===== src/hw/rtl/spr_pkg.sv =====
// ---------------------------------------------------------------------------
// spr_pkg
// Shared widths, reset values and types of the systematic particle resampler.
// ---------------------------------------------------------------------------
package spr_pkg;

  localparam int DEF_MAX_PARTICLES    = 1024;
  localparam int DEF_WEIGHT_FRAC_BITS = 24;

  localparam int W_POS     = 32;
  localparam int W_HEADING = 16;
  localparam int W_WEIGHT  = 25;
  localparam int W_OFFSET  = 16;
  localparam int W_COUNT   = 11;
  localparam int W_INDEX   = 10;

  localparam logic [W_COUNT-1:0] COUNT_RESET = W_COUNT'(1024);

  localparam int QUEUE_DEPTH = 4;

  typedef struct packed {
    logic signed [W_POS-1:0]     x;
    logic signed [W_POS-1:0]     y;
    logic signed [W_HEADING-1:0] heading;
  } spr_pose_t;

  // first: item opens a set, last: item closes it
  typedef struct packed {
    logic first;
    logic last;
  } spr_flags_t;

endpackage


===== src/hw/rtl/spr_if.sv =====
// ---------------------------------------------------------------------------
// spr_if
// Valid/ready channels of the resampler: particle in, result out, config.
// ---------------------------------------------------------------------------
interface spr_in_if import spr_pkg::*; ();
  logic                        valid;
  logic                        ready;
  logic signed [W_POS-1:0]     pos_x;
  logic signed [W_POS-1:0]     pos_y;
  logic signed [W_HEADING-1:0] heading;
  logic [W_WEIGHT-1:0]         weight;
  logic [W_OFFSET-1:0]         random_offset;
  logic                        last;

  modport source (output valid, pos_x, pos_y, heading, weight, random_offset, last,
                  input ready);
  modport sink (input valid, pos_x, pos_y, heading, weight, random_offset, last,
                output ready);
endinterface

interface spr_out_if import spr_pkg::*; ();
  logic                        valid;
  logic                        ready;
  logic signed [W_POS-1:0]     out_x;
  logic signed [W_POS-1:0]     out_y;
  logic signed [W_HEADING-1:0] out_heading;
  logic [W_COUNT-1:0]          copies;
  logic [W_INDEX-1:0]          source_index;
  logic                        set_done;

  modport source (output valid, out_x, out_y, out_heading, copies, source_index, set_done,
                  input ready);
  modport sink (input valid, out_x, out_y, out_heading, copies, source_index, set_done,
                output ready);
endinterface

interface spr_cfg_if import spr_pkg::*; ();
  logic               valid;
  logic               ready;
  logic [W_COUNT-1:0] data;

  modport source (output valid, data, input ready);
  modport sink (input valid, data, output ready);
endinterface


===== src/hw/rtl/spr_front.sv =====
// ---------------------------------------------------------------------------
// spr_front
// Takes particle requests, tracks set boundaries and the running weight sum.
// ---------------------------------------------------------------------------
module spr_front import spr_pkg::*; #(
  parameter int MAX_PARTICLES    = DEF_MAX_PARTICLES,
  parameter int WEIGHT_FRAC_BITS = DEF_WEIGHT_FRAC_BITS,
  localparam int SW = WEIGHT_FRAC_BITS + 2,
  localparam int IW = $clog2(MAX_PARTICLES)
) (
  input  logic                clk,
  input  logic                rst_n,
  spr_in_if.sink              in_chan,
  output logic                push_valid,
  input  logic                push_ready,
  output spr_pose_t           push_pose,
  output logic [SW-1:0]       push_sum,
  output logic [W_OFFSET-1:0] push_offset,
  output spr_flags_t          push_flags,
  output logic [IW-1:0]       push_idx
);

  localparam int AW = ((SW > W_WEIGHT) ? SW : W_WEIGHT) + 1;
  localparam logic [SW-1:0] SUM_MAX = '1;
  localparam logic [IW-1:0] IDX_LAST = IW'(MAX_PARTICLES - 1);

  logic [SW-1:0]       sum_r, sum_nxt, sum_base;
  logic [W_OFFSET-1:0] offset_r, offset_nxt;
  logic [IW-1:0]       pos_r, pos_nxt, idx;
  logic                start_r, start_nxt;
  logic [AW-1:0]       sum_ext;
  logic                accept;

  assign in_chan.ready = push_ready;
  assign accept        = in_chan.valid & push_ready;

  always_comb begin
    sum_base   = start_r ? '0 : sum_r;
    offset_nxt = start_r ? in_chan.random_offset : offset_r;
    idx        = start_r ? '0 : pos_r;
    sum_ext    = AW'(sum_base) + AW'(in_chan.weight);
    // saturate; anything at or above 1.0 already passes every threshold
    sum_nxt    = (sum_ext > AW'(SUM_MAX)) ? SUM_MAX : SW'(sum_ext);
    pos_nxt    = (idx == IDX_LAST) ? '0 : idx + IW'(1);
    start_nxt  = in_chan.last;
  end

  always_ff @(posedge clk) begin
    if (!rst_n) begin
      sum_r    <= '0;
      offset_r <= '0;
      pos_r    <= '0;
      start_r  <= 1'b1;
    end else if (accept) begin
      sum_r    <= sum_nxt;
      offset_r <= offset_nxt;
      pos_r    <= pos_nxt;
      start_r  <= start_nxt;
    end
  end

  assign push_valid        = in_chan.valid;
  assign push_pose.x       = in_chan.pos_x;
  assign push_pose.y       = in_chan.pos_y;
  assign push_pose.heading = in_chan.heading;
  assign push_sum          = sum_nxt;
  assign push_offset       = offset_nxt;
  assign push_flags.first  = start_r;
  assign push_flags.last   = in_chan.last;
  assign push_idx          = idx;

endmodule


===== src/hw/rtl/spr_queue.sv =====
// ---------------------------------------------------------------------------
// spr_queue
// Short FIFO between the front and back halves.
// ---------------------------------------------------------------------------
module spr_queue import spr_pkg::*; #(
  parameter int WIDTH = 8,
  parameter int DEPTH = QUEUE_DEPTH
) (
  input  logic             clk,
  input  logic             rst_n,
  input  logic             push_valid,
  output logic             push_ready,
  input  logic [WIDTH-1:0] push_data,
  output logic             pop_valid,
  input  logic             pop_ready,
  output logic [WIDTH-1:0] pop_data
);

  localparam int PW = (DEPTH > 1) ? $clog2(DEPTH) : 1;
  localparam int CW = $clog2(DEPTH + 1);

  logic [WIDTH-1:0] mem_r [DEPTH];
  logic [PW-1:0]    wr_ptr_r, rd_ptr_r;
  logic [CW-1:0]    cnt_r;
  logic             push, pop;

  assign push_ready = (cnt_r != CW'(DEPTH));
  assign pop_valid  = (cnt_r != '0);
  assign push       = push_valid & push_ready;
  assign pop        = pop_valid & pop_ready;
  assign pop_data   = mem_r[rd_ptr_r];

  always_ff @(posedge clk) begin
    if (push) begin
      mem_r[wr_ptr_r] <= push_data;
    end
  end

  always_ff @(posedge clk) begin
    if (!rst_n) begin
      wr_ptr_r <= '0;
      rd_ptr_r <= '0;
      cnt_r    <= '0;
    end else begin
      if (push) begin
        wr_ptr_r <= (wr_ptr_r == PW'(DEPTH - 1)) ? '0 : wr_ptr_r + PW'(1);
      end
      if (pop) begin
        rd_ptr_r <= (rd_ptr_r == PW'(DEPTH - 1)) ? '0 : rd_ptr_r + PW'(1);
      end
      if (push && !pop) begin
        cnt_r <= cnt_r + CW'(1);
      end else if (pop && !push) begin
        cnt_r <= cnt_r - CW'(1);
      end
    end
  end

  a_cnt_bound: assert property (@(posedge clk) disable iff (!rst_n)
    cnt_r <= CW'(DEPTH))
    else $error("queue fill beyond depth");

  a_cnt_push: assert property (@(posedge clk) disable iff (!rst_n)
    push && !pop |=> cnt_r == $past(cnt_r) + CW'(1))
    else $error("queue fill lost a request");

endmodule


===== src/hw/rtl/spr_back.sv =====
// ---------------------------------------------------------------------------
// spr_back
// Threshold count per particle: multiply, compare and clamp, copy bookkeeping.
// ---------------------------------------------------------------------------
module spr_back import spr_pkg::*; #(
  parameter int MAX_PARTICLES    = DEF_MAX_PARTICLES,
  parameter int WEIGHT_FRAC_BITS = DEF_WEIGHT_FRAC_BITS,
  localparam int SW = WEIGHT_FRAC_BITS + 2,
  localparam int IW = $clog2(MAX_PARTICLES)
) (
  input  logic                clk,
  input  logic                rst_n,
  input  logic [W_COUNT-1:0]  particle_count,
  input  logic                pop_valid,
  output logic                pop_ready,
  input  spr_pose_t           pop_pose,
  input  logic [SW-1:0]       pop_sum,
  input  logic [W_OFFSET-1:0] pop_offset,
  input  spr_flags_t          pop_flags,
  input  logic [IW-1:0]       pop_idx,
  spr_out_if.source           out_chan
);

  localparam int F    = WEIGHT_FRAC_BITS;
  localparam int CMAX = (1 << W_COUNT) - 1;
  localparam int NMAX = (MAX_PARTICLES < CMAX) ? MAX_PARTICLES : CMAX;
  localparam int NW   = $clog2(NMAX + 1);
  localparam int PW   = SW + NW;
  localparam int QW   = PW - F;
  localparam int KW   = QW + 1;

  logic [NW-1:0]       n_eff;

  // stage 1: product of sum and count
  logic                s1_v_r;
  logic [PW-1:0]       s1_prod_r;
  logic [W_OFFSET-1:0] s1_off_r;
  logic [NW-1:0]       s1_n_r;
  spr_flags_t          s1_flags_r;
  spr_pose_t           s1_pose_r;
  logic [IW-1:0]       s1_idx_r;

  // stage 2: output register
  logic                out_v_r;
  spr_pose_t           out_pose_r;
  logic [W_COUNT-1:0]  copies_r;
  logic [W_INDEX-1:0]  idx_r;
  logic                done_r;
  logic [W_COUNT-1:0]  emitted_r, emitted_nxt;

  logic                s2_free, s2_load, s1_free, s1_load;
  logic [QW-1:0]       q;
  logic [F-1:0]        r;
  logic [F+15:0]       r_sh, u_sh;
  logic [KW-1:0]       cnt;
  logic [W_COUNT-1:0]  total, base, copies_nxt;

  always_comb begin
    if (particle_count == '0) begin
      n_eff = NW'(1);
    end else if (32'(particle_count) > NMAX) begin
      n_eff = NW'(NMAX);
    end else begin
      n_eff = NW'(particle_count);
    end
  end

  assign s2_free   = !out_v_r || out_chan.ready;
  assign s2_load   = s1_v_r && s2_free;
  assign s1_free   = !s1_v_r || s2_load;
  assign s1_load   = pop_valid && s1_free;
  assign pop_ready = s1_free;

  always_ff @(posedge clk) begin
    if (s1_load) begin
      s1_prod_r  <= PW'(pop_sum) * PW'(n_eff);
      s1_off_r   <= pop_offset;
      s1_n_r     <= n_eff;
      s1_flags_r <= pop_flags;
      s1_pose_r  <= pop_pose;
      s1_idx_r   <= pop_idx;
    end
  end

  // P = q*2^F + r; the count is q, plus one when r*2^16 > u*2^F
  always_comb begin
    q    = s1_prod_r[PW-1:F];
    r    = s1_prod_r[F-1:0];
    r_sh = {r, {W_OFFSET{1'b0}}};
    u_sh = {s1_off_r, {F{1'b0}}};
    cnt  = KW'(q) + KW'(r_sh > u_sh);
    if (s1_flags_r.last || (cnt > KW'(s1_n_r))) begin
      total = W_COUNT'(s1_n_r);
    end else begin
      total = W_COUNT'(cnt);
    end
    base        = s1_flags_r.first ? '0 : emitted_r;
    copies_nxt  = (total > base) ? total - base : '0;
    emitted_nxt = base + copies_nxt;
  end

  always_ff @(posedge clk) begin
    if (s2_load) begin
      out_pose_r <= s1_pose_r;
      copies_r   <= copies_nxt;
      idx_r      <= W_INDEX'(s1_idx_r);
      done_r     <= s1_flags_r.last;
    end
  end

  always_ff @(posedge clk) begin
    if (!rst_n) begin
      s1_v_r    <= 1'b0;
      out_v_r   <= 1'b0;
      emitted_r <= '0;
    end else begin
      if (s1_free) begin
        s1_v_r <= pop_valid;
      end
      if (s2_free) begin
        out_v_r <= s1_v_r;
      end
      if (s2_load) begin
        emitted_r <= emitted_nxt;
      end
    end
  end

  assign out_chan.valid        = out_v_r;
  assign out_chan.out_x        = out_pose_r.x;
  assign out_chan.out_y        = out_pose_r.y;
  assign out_chan.out_heading  = out_pose_r.heading;
  assign out_chan.copies       = copies_r;
  assign out_chan.source_index = idx_r;
  assign out_chan.set_done     = done_r;

  a_s1_hold: assert property (@(posedge clk) disable iff (!rst_n)
    s1_v_r && !s2_free |=> s1_v_r)
    else $error("stalled stage 1 request dropped");

  a_drain: assert property (@(posedge clk) disable iff (!rst_n)
    out_v_r && out_chan.ready && !s2_load |=> !out_v_r)
    else $error("result repeated after hand-off");

endmodule


===== src/hw/rtl/systematic_particle_resampler.sv =====
// ---------------------------------------------------------------------------
// systematic_particle_resampler
// Systematic resampling of a particle stream into per-particle copy counts.
// ---------------------------------------------------------------------------
// One particle is taken per clock while the queue has room, and one result
// per particle is returned, in order, through the queue, the stage 1 product
// register and the output register. The rate is set by the running weight sum
// register in the front half and the copies-given register in the back half,
// each updated once per particle. A four-entry queue parts the two halves,
// and the output register lets a new particle enter while a result waits.
// particle_count may be written at any time the block is idle; a value of 0
// acts as 1 and one above MAX_PARTICLES acts as MAX_PARTICLES. No clearing
// pass is needed after reset.
module systematic_particle_resampler import spr_pkg::*; #(
  parameter int MAX_PARTICLES    = DEF_MAX_PARTICLES,
  parameter int WEIGHT_FRAC_BITS = DEF_WEIGHT_FRAC_BITS
) (
  input  logic       clk,
  input  logic       rst_n,
  spr_in_if.sink     in_chan,
  spr_out_if.source  out_chan,
  spr_cfg_if.sink    cfg_chan
);

  localparam int SW = WEIGHT_FRAC_BITS + 2;
  localparam int IW = $clog2(MAX_PARTICLES);
  localparam int QW = $bits(spr_pose_t) + SW + W_OFFSET + $bits(spr_flags_t) + IW;

  logic [W_COUNT-1:0]  count_r;

  logic                f_valid, f_ready;
  spr_pose_t           f_pose;
  logic [SW-1:0]       f_sum;
  logic [W_OFFSET-1:0] f_offset;
  spr_flags_t          f_flags;
  logic [IW-1:0]       f_idx;

  logic                b_valid, b_ready;
  spr_pose_t           b_pose;
  logic [SW-1:0]       b_sum;
  logic [W_OFFSET-1:0] b_offset;
  spr_flags_t          b_flags;
  logic [IW-1:0]       b_idx;
  logic [QW-1:0]       q_in, q_out;

  assign cfg_chan.ready = 1'b1;

  always_ff @(posedge clk) begin
    if (!rst_n) begin
      count_r <= COUNT_RESET;
    end else if (cfg_chan.valid) begin
      count_r <= cfg_chan.data;
    end
  end

  spr_front #(
    .MAX_PARTICLES    (MAX_PARTICLES),
    .WEIGHT_FRAC_BITS (WEIGHT_FRAC_BITS)
  ) u_front (
    .clk         (clk),
    .rst_n       (rst_n),
    .in_chan     (in_chan),
    .push_valid  (f_valid),
    .push_ready  (f_ready),
    .push_pose   (f_pose),
    .push_sum    (f_sum),
    .push_offset (f_offset),
    .push_flags  (f_flags),
    .push_idx    (f_idx)
  );

  assign q_in = {f_pose, f_sum, f_offset, f_flags, f_idx};

  spr_queue #(
    .WIDTH (QW),
    .DEPTH (QUEUE_DEPTH)
  ) u_queue (
    .clk        (clk),
    .rst_n      (rst_n),
    .push_valid (f_valid),
    .push_ready (f_ready),
    .push_data  (q_in),
    .pop_valid  (b_valid),
    .pop_ready  (b_ready),
    .pop_data   (q_out)
  );

  assign {b_pose, b_sum, b_offset, b_flags, b_idx} = q_out;

  spr_back #(
    .MAX_PARTICLES    (MAX_PARTICLES),
    .WEIGHT_FRAC_BITS (WEIGHT_FRAC_BITS)
  ) u_back (
    .clk            (clk),
    .rst_n          (rst_n),
    .particle_count (count_r),
    .pop_valid      (b_valid),
    .pop_ready      (b_ready),
    .pop_pose       (b_pose),
    .pop_sum        (b_sum),
    .pop_offset     (b_offset),
    .pop_flags      (b_flags),
    .pop_idx        (b_idx),
    .out_chan       (out_chan)
  );

endmodule


===== src/flat_wrapper.sv =====
// flat-port wrapper written by rule: the top's interface ports become plain ports
module systematic_particle_resampler_flat import spr_pkg::*;
#(
  parameter int MAX_PARTICLES    = DEF_MAX_PARTICLES,
  parameter int WEIGHT_FRAC_BITS = DEF_WEIGHT_FRAC_BITS
)
  (clk, rst_n, in_chan_valid, in_chan_pos_x, in_chan_pos_y, in_chan_heading, in_chan_weight, in_chan_random_offset, in_chan_last, in_chan_ready, out_chan_valid, out_chan_out_x, out_chan_out_y, out_chan_out_heading, out_chan_copies, out_chan_source_index, out_chan_set_done, out_chan_ready, cfg_chan_valid, cfg_chan_data, cfg_chan_ready);
  spr_in_if in_chan_i ();
  spr_out_if out_chan_i ();
  spr_cfg_if cfg_chan_i ();
  input  logic clk;
  input  logic rst_n;
  input wire logic [$bits(in_chan_i.valid)-1:0] in_chan_valid;
  input wire logic [$bits(in_chan_i.pos_x)-1:0] in_chan_pos_x;
  input wire logic [$bits(in_chan_i.pos_y)-1:0] in_chan_pos_y;
  input wire logic [$bits(in_chan_i.heading)-1:0] in_chan_heading;
  input wire logic [$bits(in_chan_i.weight)-1:0] in_chan_weight;
  input wire logic [$bits(in_chan_i.random_offset)-1:0] in_chan_random_offset;
  input wire logic [$bits(in_chan_i.last)-1:0] in_chan_last;
  output wire logic [$bits(in_chan_i.ready)-1:0] in_chan_ready;
  output wire logic [$bits(out_chan_i.valid)-1:0] out_chan_valid;
  output wire logic [$bits(out_chan_i.out_x)-1:0] out_chan_out_x;
  output wire logic [$bits(out_chan_i.out_y)-1:0] out_chan_out_y;
  output wire logic [$bits(out_chan_i.out_heading)-1:0] out_chan_out_heading;
  output wire logic [$bits(out_chan_i.copies)-1:0] out_chan_copies;
  output wire logic [$bits(out_chan_i.source_index)-1:0] out_chan_source_index;
  output wire logic [$bits(out_chan_i.set_done)-1:0] out_chan_set_done;
  input wire logic [$bits(out_chan_i.ready)-1:0] out_chan_ready;
  input wire logic [$bits(cfg_chan_i.valid)-1:0] cfg_chan_valid;
  input wire logic [$bits(cfg_chan_i.data)-1:0] cfg_chan_data;
  output wire logic [$bits(cfg_chan_i.ready)-1:0] cfg_chan_ready;
  assign in_chan_i.valid = in_chan_valid;
  assign in_chan_i.pos_x = in_chan_pos_x;
  assign in_chan_i.pos_y = in_chan_pos_y;
  assign in_chan_i.heading = in_chan_heading;
  assign in_chan_i.weight = in_chan_weight;
  assign in_chan_i.random_offset = in_chan_random_offset;
  assign in_chan_i.last = in_chan_last;
  assign in_chan_ready = in_chan_i.ready;
  assign out_chan_valid = out_chan_i.valid;
  assign out_chan_out_x = out_chan_i.out_x;
  assign out_chan_out_y = out_chan_i.out_y;
  assign out_chan_out_heading = out_chan_i.out_heading;
  assign out_chan_copies = out_chan_i.copies;
  assign out_chan_source_index = out_chan_i.source_index;
  assign out_chan_set_done = out_chan_i.set_done;
  assign out_chan_i.ready = out_chan_ready;
  assign cfg_chan_i.valid = cfg_chan_valid;
  assign cfg_chan_i.data = cfg_chan_data;
  assign cfg_chan_ready = cfg_chan_i.ready;
  systematic_particle_resampler #(.MAX_PARTICLES(MAX_PARTICLES), .WEIGHT_FRAC_BITS(WEIGHT_FRAC_BITS)) u_core (.clk(clk), .rst_n(rst_n), .in_chan(in_chan_i), .out_chan(out_chan_i), .cfg_chan(cfg_chan_i));
endmodule

===== config.mk =====
export PLATFORM = sky130hd
export DESIGN_NAME = systematic_particle_resampler_flat
export DESIGN_NICKNAME = d
export VERILOG_FILES = /design/src/hw/rtl/spr_pkg.sv /design/src/hw/rtl/spr_if.sv /design/src/hw/rtl/spr_front.sv /design/src/hw/rtl/spr_queue.sv /design/src/hw/rtl/spr_back.sv /design/src/hw/rtl/systematic_particle_resampler.sv /design/src/flat_wrapper.sv
export SDC_FILE = /design/constraint.sdc
export NUM_CORES = 1
export LEC_CHECK = 0
export ABC_AREA = 1
export ABC_CLOCK_PERIOD_IN_PS = 9150
export CORE_MARGIN = 1
export CORE_UTILIZATION = 50
export DETAILED_ROUTE_END_ITERATION = 8
export DONT_BUFFER_PORTS = 1
export PLACE_DENSITY_LB_ADDON = 0.25
export SLEW_MARGIN = 20
export SYNTH_ARGS = -nofsm -noshare
export SYNTH_HDL_FRONTEND = slang
export SYNTH_SLANG_ARGS = --single-unit

===== constraint.sdc =====
create_clock -name clk -period 9.15 [get_ports clk]
set_input_delay 1.83 -clock clk [delete_from_list [all_inputs] [get_ports clk]]
set_output_delay 1.83 -clock clk [all_outputs]
set_load 0.005 [all_outputs]

Yosys cells after proc, flatten, opt, wreduce, memory -nomap -nowiden:

Memory sizes are Yosys's and may differ from the RTL's. A register that Yosys moved wholly into a read port is not among the register bits.
Index checks and enable logic that the tools add are counted.

* add/sub/neg operators: 9
* multiply operators: 1
* divide/modulo/power cells: 0
* $lt $le $gt $ge: 5
* equal/unequal tests: 4
* shift operators: 0
* mux-type cells: 18
* bitwise gates (word level): 2
* reduce and logical (&&, ||, !) cells: 14

Operator list (number)
* $mux 11: 5
* $mux 26: 2
* $gt 40x40->1: 1
* $mul 26x11->37: 1
* $add 26x25->27: 1
* $gt 27x26->1 const B: 1
* $mux 10: 2
* $mux 16: 1
* $add 13x1->14: 1
* $gt 14x11->1: 1
* $add 11x11->11: 1
* $gt 11x11->1: 1
* $gt 11x11->1 const B: 1
* $logic_not 11->1: 1
* $sub 11x11->11: 1
* $add 10x1->10 const B: 1
* $eq 10x10->1 const B: 1
* $mux 2: 4
* $mux 3: 2
* $add 2x1->2 const B: 2
* $eq 2x2->1 const B: 2
* $logic_and 1x1->1: 4
* $logic_not 1->1: 4
* $add 3x1->3 const B: 1
* other kinds (7): 11

* bits in registers: 342
* latch bits: 0
* RAM bits: 536
* bits in read-only memories: 0
* input port bits: 138
* output and inout port bits: 105
* memories: 1

Memory list
* u_core.u_queue.mem_r: depth 4, width 134, read ports 1, clocked after Yosys merged registers in 1, wr ports 1, RTL line spr_queue.sv:22 `logic [WIDTH-1:0] mem_r [DEPTH];`

Logic depth before layout (Yosys ltp):

Gate-level depths: netlist of run 1.

* depth in word-level cells: 8
* gate-level depth with buffers: 50

Cells and area by module:

From an unflattened synthesis of run 1, not the netlist that was laid out.

* cells, all modules: 4173
* area total of the unflattened synthesis: 45618.8 µm²

By module, submodules not included
* spr_queue: times used 1, cells each 1366, area each 20394.6 µm²
* spr_back: times used 1, cells each 1845, area each 19387.3 µm²
* spr_front: times used 1, cells each 892, area each 5373.9 µm²
* systematic_particle_resampler: times used 1, cells each 70, area each 462.9 µm²

Least setup slack after synthesis of run 1:

No wires, ideal clock.

* kind: input to register
* from: in in_chan_valid
* to: mem u_core.u_queue.mem_r[0][0] in the netlist's numbering, enable pin
* data arrival time: 7.897 ns
* slack: 0.624 ns
* stages: 4
* buffers on the path: 2
* path through: nand2_1 buf_2 clkbuf_1 nor2_1

* cells in the longest elaborated chain, start to end: 3

RTL lines
* from (decl): RTL line flat_wrapper.sv:13 `input wire logic [$bits(in_chan_i.valid)-1:0] in_chan_valid;`
* $and 1x1->1: RTL line spr_queue.sv:29 `assign push = push_valid & push_ready;`
* $mux 1: RTL line spr_queue.sv:34 `if (push) begin`
* $mux 1 (not written as such): RTL line spr_queue.sv:35 `mem_r[wr_ptr_r] <= push_data;`
* to (decl): RTL line spr_queue.sv:22

Every way passes these cells.

Final worst setup path of run 1:

* from: reg u_core.count_r[10]
* to: reg u_core.u_back.s1_prod_r[34] (data pin)

* cells in the longest elaborated chain, start to end: 4

RTL lines
* from (decl): RTL line systematic_particle_resampler.sv:29 `logic [W_COUNT-1:0] count_r;`
* from (signal assigned): RTL line systematic_particle_resampler.sv:52 `count_r <= cfg_chan.data;`
* $gt 11x11->1: RTL line spr_back.sv:61 `end else if (32'(particle_count) > NMAX) begin`
* $mux 11: RTL line spr_back.sv:61
* $mux 11 *: RTL line spr_back.sv:59 `if (particle_count == '0) begin`
* named net u_core.u_back.n_eff[5]: RTL line spr_back.sv:32 `logic [NW-1:0] n_eff;`
* $mul 26x11->37 *: RTL line spr_back.sv:76 `s1_prod_r <= PW'(pop_sum) * PW'(n_eff);`
* to (signal assigned): RTL line spr_back.sv:76
* to (decl): RTL line spr_back.sv:36 `logic [PW-1:0] s1_prod_r;`

The timed path passes the listed nets; every way through them passes the cells marked *.
A chain may end at the register's enable or synchronous reset.

==> impl_metrics.toml, run 1 <==
[outcome]
status = "complete, no violations"

[timing]
rsz0062_at_grt = "false"
hold_viol = 0
post-route-period-util = 0.8186
min_period_ps = 7490
fin_tns_setup_ps = 0
timing.fmax_mhz = 133.5
setup_viol = 0
worstMarginPinSlew_ps = 1056
skew_ps = 49.09
drv_slew = 0
slew_headroom = 0.2953

[drt]
drc = 0
wirelength_mm = 101.8
avgViaCountPerCell = 5.464
wl_per_cell_um = 19.91
drtIter0Drc = 2293
antenna_left = 0
first_pass_iters = 5
num_vias = 27940

[floorplan]
fp-row-count = 108
dieArea_sq_um = 88910
core_region_area_sq_um = 86890
initial_core_util = 0.5048
die_h_um = 298.2
die-width_um = 298.2
num_io_pins = 243

[yosys]
ys_seq_elements = 880
yosysUniqueCellTypes = 51
yosys_warnings = 0
async_flop_share = 0
ys_seq_area_frac = 0.5829
synth_enable_flop_cells = 794
syn_nets = 4431
syn_area_per_cell_sq_um = 11.19
syn-cell-area_sq_um = 43860
syn_inst = 3918
ys.flop_type = "edfxtp_1"

[cts]
clock_latency_ps = 660
cts_setup_buffers = 0
cts_sinks = 880
cts_tree = "yes"
root_buffer = "clkbuf_16"
cts_hold_buf = 0
clk_pin_slew_worst_paths_ps = 60
cts_made_buffers = 90
htree_levels = 3
cts_buffer_depth = 3
cts_resized = 0

[critical_path]
arrival_ps = 7880
cp-start-kind = "flop"
required_ps = 9540
crit_path_end_kind = "flop"
path_class = "reg2reg"
cp_max_fo = 26

[placement]
port-buffer-count = 0
hpwl_mm = 66.34
gp_congestion = 0.9405
placed_area_sq_um = 44940

[global_routing]
grt_max_degree = 209
grt_pass1_vias = 27330
track_usage = 0.2289
grt_first_pass_wirelength_mm = 157.6
antenna_found_initial = 1
grt_overflow = 0

[cells_and_area]
final_common_cell = "edfxtp_1"
syn2layout_area_growth_pct = 8.784
drive_gt1_frac = 0.04903
design_area_sq_um = 47710
final_cell_mix = "794 x edfxtp_1, 638 x nand2_1, 479 x nor2_1"
fin_util = 0.5491
final_nets = 4399

[power_and_ir_drop]
cellPowerDensity_nw_per_um2 = 334.3
power_mw = 15.95
p_leak_nw = 18.42
ir_drop_mv = 0.4040

[job]
cap_viol_max_count = 0

[hold_path]
hp-class = "reg2reg"
## cells in the mapped netlist (2+ instances only)
library cell / instances / area [sq um]
a221oi_1: 2 / 17.52
ha_1: 156 / 1952
nand4_1: 11 / 68.82
nand2_2: 5 / 31.28
a21oi_2: 2 / 17.52
o21a_1: 2 / 15.01
nor2_1: 483 / 1813
buf_2: 34 / 170.2
nor2_2: 4 / 25.02
nor3_2: 3 / 30.03
a21o_1: 11 / 82.58
o21ai_0: 332 / 1662
o211ai_1: 3 / 22.52
inv_1: 441 / 1655
a21boi_0: 3 / 22.52
o211a_1: 2 / 20.02
dfxtp_1: 86 / 1722
o21ai_2: 5 / 43.79
a31oi_1: 7 / 43.79
o21ai_1: 18 / 90.09
fa_1: 219 / 4384
a211oi_1: 2 / 15.01
a21oi_1: 160 / 800.8
nand3_1: 116 / 580.6
xnor2_1: 25 / 219.0
nor4_1: 10 / 62.56
nand3b_1: 9 / 67.56
xor2_1: 50 / 437.9
buf_4: 4 / 30.03
o21bai_1: 14 / 105.1
inv_2: 12 / 45.04
o31ai_1: 2 / 15.01
clkinv_1: 5 / 18.77
edfxtp_1: 794 / 23840
o22ai_1: 109 / 681.9
nand2_1: 639 / 2399
a21boi_2: 2 / 22.52
buf_1: 10 / 37.54
a31o_2: 3 / 26.28
nor3_1: 16 / 80.08
clkbuf_1: 95 / 356.6
buf_6: 3 / 33.78
## path summary, 6_finish.rpt
path / cells past startpoint / startpoint / to / slack, ps
setup / recovery: 24 / u_core.count_r[10]$_SDFFE_PN1P_ / u_core.u_back.s1_prod_r[34]$_DFFE_PP_ / 1660
hold / removal: 0 / u_core.u_back.s1_pose_r[8]$_DFFE_PP_ / u_core.u_back.out_chan.out_heading[8]$_DFFE_PP_ / 400
setup reg to reg: 24 / u_core.count_r[10]$_SDFFE_PN1P_ / u_core.u_back.s1_prod_r[34]$_DFFE_PP_ / 1660
hold reg to reg: 0 / u_core.u_back.s1_pose_r[8]$_DFFE_PP_ / u_core.u_back.out_chan.out_heading[8]$_DFFE_PP_ / 400
## critical path, cell delays in order (launching register included)
cell and delay [ps]:
dfxtp_1 1010, inv_1 310, nor2_1 340, inv_2 120
nand2_1 700, inv_1 300, nand2_1 160, fa_1 430
fa_1 490, inv_1 50, fa_1 540, inv_1 60
fa_1 520, inv_1 60, fa_1 480, ha_1 370
nand2_1 160, nor2_1 70, nor2_1 180, o21bai_1 80
nor2_1 360, o21ai_1 160, nand2_1 80, nand2_1 60
xor2_1 140
## cell families (layout without fill, tap and decap cells)
family / Yosys count / in the layout / synth area share
AOI/OAI and AO/OA: 684 / 684 / 0.08596
xor gates and xnor gates: 75 / 75 / 0.01498
adders and majority gates: 375 / 375 / 0.1445
buffers and inverters: 604 / 643 / 0.05352
DFF: 880 / 880 / 0.5829
other: 1 / 3 / 0.00008550
and+or+nand+nor: 1299 / 1299 / 0.1181
## area by class of cell
| class | instances | area (sq um) |
|---|---|---|
| Antenna cell | 2 | 5.005 |
| Clock buffer | 119 | 2391 |
| Clock inverter | 44 | 372.9 |
| Fill cell | 7367 | 39180 |
| Inverter | 458 | 1737 |
| Multi-Input combinational cell | 2434 | 15980 |
| Sequential cell | 880 | 25570 |
| Tap cell | 1155 | 1445 |
| Timing Repair Buffer | 22 | 202.7 |
## metal layers
layer | wire length (um) | global-route usage | vias up
met5 | 17 | 0 | -
met4 | 2317 | 0.06105 | 2
met3 | 6819 | 0.04434 | 133
met2 | 47650 | 0.3684 | 848
met1 | 45040 | 0.3188 | 13770
li1 | - | - | 13190
## stage by stage
stage	setup WS (ps)	cells	hold slack, ps
final	1660	5114	397.8
after global routing	1141	5112	420.8
after CTS	1778	5112	404.8
after detailed placement	1757	4949	404.5
after global placement	1958	4949	401.4
after floorplan	623.5	3918	400.3
## where the power goes
part / total, mW / switching [mW] / internal [mW] / leakage (nW)
clock network: 3.45 / 1.49 / 1.96 / 1.35
registers: 6.17 / 0.412 / 5.75 / 8.16
logic: 6.33 / 4.37 / 1.96 / 8.91
total: 16.0 / 6.27 / 9.68 / 18.4
## sequential cells by signal, indices dropped and copies added (netlist names), 2 cells and up, named ones only
signal,flops
u_core.u_back.s1_idx_r,10
u_core.u_back.s1_flags_r,2
u_core.u_front.offset_r,16
u_core.u_front.pos_r,10
u_core.u_back.s1_prod_r,37
u_core.u_back.out_chan.out_heading,16
u_core.u_back.out_chan.copies,11
u_core.u_back.out_chan.source_index,10
u_core.count_r,11
u_core.u_back.s1_pose_r,80
u_core.u_queue.cnt_r,3
u_core.u_back.s1_n_r,11
u_core.u_back.out_chan.out_x,32
u_core.u_queue.rd_ptr_r,2
u_core.u_back.s1_off_r,16
u_core.u_front.sum_r,26
u_core.u_back.emitted_r,11
u_core.u_queue.mem_r,536
u_core.u_back.out_chan.out_y,32
u_core.u_queue.wr_ptr_r,2
Note: power is estimated with default switching activity, not from simulation.
==> run 2: changes to the inputs <==
--- a/config.mk
+++ b/config.mk
@@ -6,7 +6,7 @@
 export NUM_CORES = 1
 export LEC_CHECK = 0
 export ABC_AREA = 1
-export ABC_CLOCK_PERIOD_IN_PS = 9150
+export ABC_CLOCK_PERIOD_IN_PS = 6690
 export CORE_MARGIN = 1
 export CORE_UTILIZATION = 50
 export DETAILED_ROUTE_END_ITERATION = 8
==> constraint.sdc (replaced) <==
create_clock -name clk -period 6.69 [get_ports clk]
set_input_delay 1.338 -clock clk [delete_from_list [all_inputs] [get_ports clk]]
set_output_delay 1.338 -clock clk [all_outputs]
set_load 0.005 [all_outputs]
==> impl_metrics.toml, run 2 (synthesis results as in run 1) <==
[critical_path]
cp-start-kind = "flop"
slowest_delay_ps = 430
arrival_ps = 6820
critPathSlowestCell = "ha_1"
required_ps = 7240
cp_max_fo = 13
crit_path_end_kind = "flop"
worst_r2r_path_depth = 41
path_class = "reg2reg"

[cts]
cts_hold_buf = 0
clock_latency_ps = 660
cts_made_buffers = 89
root_buffer = "clkbuf_16"
cts_sinks = 880
htree_levels = 3
cts_buffer_depth = 3
cts_tree = "yes"
clk_pin_slew_worst_paths_ps = 60

[global_routing]
grt_max_degree = 217
grt_first_pass_wirelength_mm = 159.2
track_usage = 0.2303
antenna_found_initial = 2
grt_pass1_vias = 27720
grt_overflow = 0

[power_and_ir_drop]
switching_share = 0.3930
ir_drop_mv = 0.5843
share_comb_of_total_power = 0.403
p_leak_nw = 18.67
p_int_mw = 13.53
p_sw_mw = 8.758
cellPowerDensity_nw_per_um2 = 462.0
seqPwrFrac = 0.376
pwr-share-clk = 0.221

[drt]
avgViaCountPerCell = 5.459
drc = 0
wirelength_mm = 102.3
num_vias = 28090
first_pass_iters = 6
drtIter0Drc = 2169
wl_per_cell_um = 19.87
antenna_left = 0

[cells_and_area]
top_register = "u_core.u_queue.mem_r"
drive_gt1_frac = 0.06414
reg_top3 = "u_core.u_queue.mem_r x536, u_core.u_back.s1_pose_r x80, u_core.u_back.s1_prod_r x37"
n_fill_cell = 7239
largest_reg_flops = 536
fin_cells = 5146
seq_area_sq_um = 25570
multiInputGateArea_sq_um = 16090
design_area_sq_um = 48250
syn2layout_area_growth_pct = 10.00
final_nets = 4427
final_cell_mix = "794 x edfxtp_1, 637 x nand2_1, 478 x nor2_1"
diodes = 0
fin_util = 0.5553
final_common_cell = "edfxtp_1"

[timing]
worstMarginPinSlew_ps = 1148
hold_viol = 0
setup_viol = 0
holdWs_ps = 412.1
min_period_ps = 6265
slew_headroom = 0.2348
rsz0062_at_grt = "true"
skew_ps = 31.64
drv_slew = 0
timing.fmax_mhz = 159.6
post-route-period-util = 0.9365
fin_tns_setup_ps = 0

[floorplan]
fp-row-count = 108
num_io_pins = 243
die_h_um = 298.2
core_region_area_sq_um = 86890
initial_core_util = 0.5048
dieArea_sq_um = 88910
die-width_um = 298.2

[outcome]
status = "complete, no violations"

[job]
cap_viol_max_count = 0

[placement]
hpwl_mm = 68.06
placedCellCount = 4977
gp_congestion = 0.9282
port-buffer-count = 0
placed_area_sq_um = 45200

[hold_path]
min_path_cells = 0
hp-class = "reg2reg"
## run 2: cell types whose count changed in the layout (fill, tap and decap cells not counted), moves of 3 or more
cell / previous run / this run
clkbuf_1: 26 / 18
buf_12: 3 / 7
inv_1: 440 / 437
buf_4: 19 / 44
o21ai_0: 332 / 329
inv_2: 11 / 14
clkbuf_8: 3 / 9
a21oi_2: 2 / 6
clkinvlp_4: 1 / 4
o21ai_1: 18 / 21
a21oi_1: 160 / 156
## run 2: final timing paths
path / startpoint / to / slack [ps]
max reg2reg: u_core.u_back.s1_prod_r[9]$_DFFE_PP_ / u_core.u_back.emitted_r[10]$_SDFFE_PN0P_ / 420
max: u_core.u_back.s1_prod_r[9]$_DFFE_PP_ / u_core.u_back.emitted_r[10]$_SDFFE_PN0P_ / 420
min reg2reg: u_core.u_back.s1_pose_r[41]$_DFFE_PP_ / u_core.u_back.out_chan.out_y[25]$_DFFE_PP_ / 410
min: u_core.u_back.s1_pose_r[41]$_DFFE_PP_ / u_core.u_back.out_chan.out_y[25]$_DFFE_PP_ / 410
## run 2: metrics by stage
stage	setup WS, ps	total power [mW]
CTS	207.7	22.30
finish	424.9	22.29
global route	-49.19	23.82
detailed placement	219.2	17.33
global placement	304.5	17.20
floorplan	-1344	14.69
## run 2: what timing repair did
item                       in CTS  in global routing
setup endpoints to repair       0                  7
setup buffers                   0                  1
gates resized for setup         0                 25
## run 2: critical path: cells and delay by family (launching register included)
| family | cells | cell delay (ps) |
|---|---|---|
| simple gates | 18 | 2100 |
| fa+ha+maj | 6 | 1780 |
| compound gates | 8 | 1010 |
| buf+inv | 7 | 570 |
| flops | 1 | 370 |
| xor+xnor | 2 | 360 |
## run 2: final cells by class
type,count,share of cell area
Sequential cell,880,0.5301
Multi-Input combinational cell,2434,0.3335
Clock buffer,116,0.05013
Inverter,458,0.03600
Tap cell,1155,0.02995
Clock inverter,52,0.01066
Timing Repair Buffer,51,0.009751
## run 2: metal layers
layer | part of all wire | GRT usage | vias up | wire [um]
li1 | - | - | 13260 | -
met1 | 0.44 | 0.3223 | 13900 | 45320
met2 | 0.47 | 0.3716 | 801 | 48230
met3 | 0.063 | 0.04025 | 133 | 6441
met4 | 0.022 | 0.06276 | 2 | 2249
met5 | 0.00017 | 0 | - | 17
## run 2: power by group through the flow
| stage | clock network (mW) | logic (mW) | registers [mW] |
|---|---|---|---|
| floorplan | 0 | 6.30 | 8.38 |
| detailed placement | 0 | 8.83 | 8.50 |
| global placement | 0 | 8.74 | 8.46 |
| finish | 4.92 | 8.99 | 8.38 |
| global route | 5.23 | 10.1 | 8.47 |
| CTS | 5.03 | 8.89 | 8.39 |
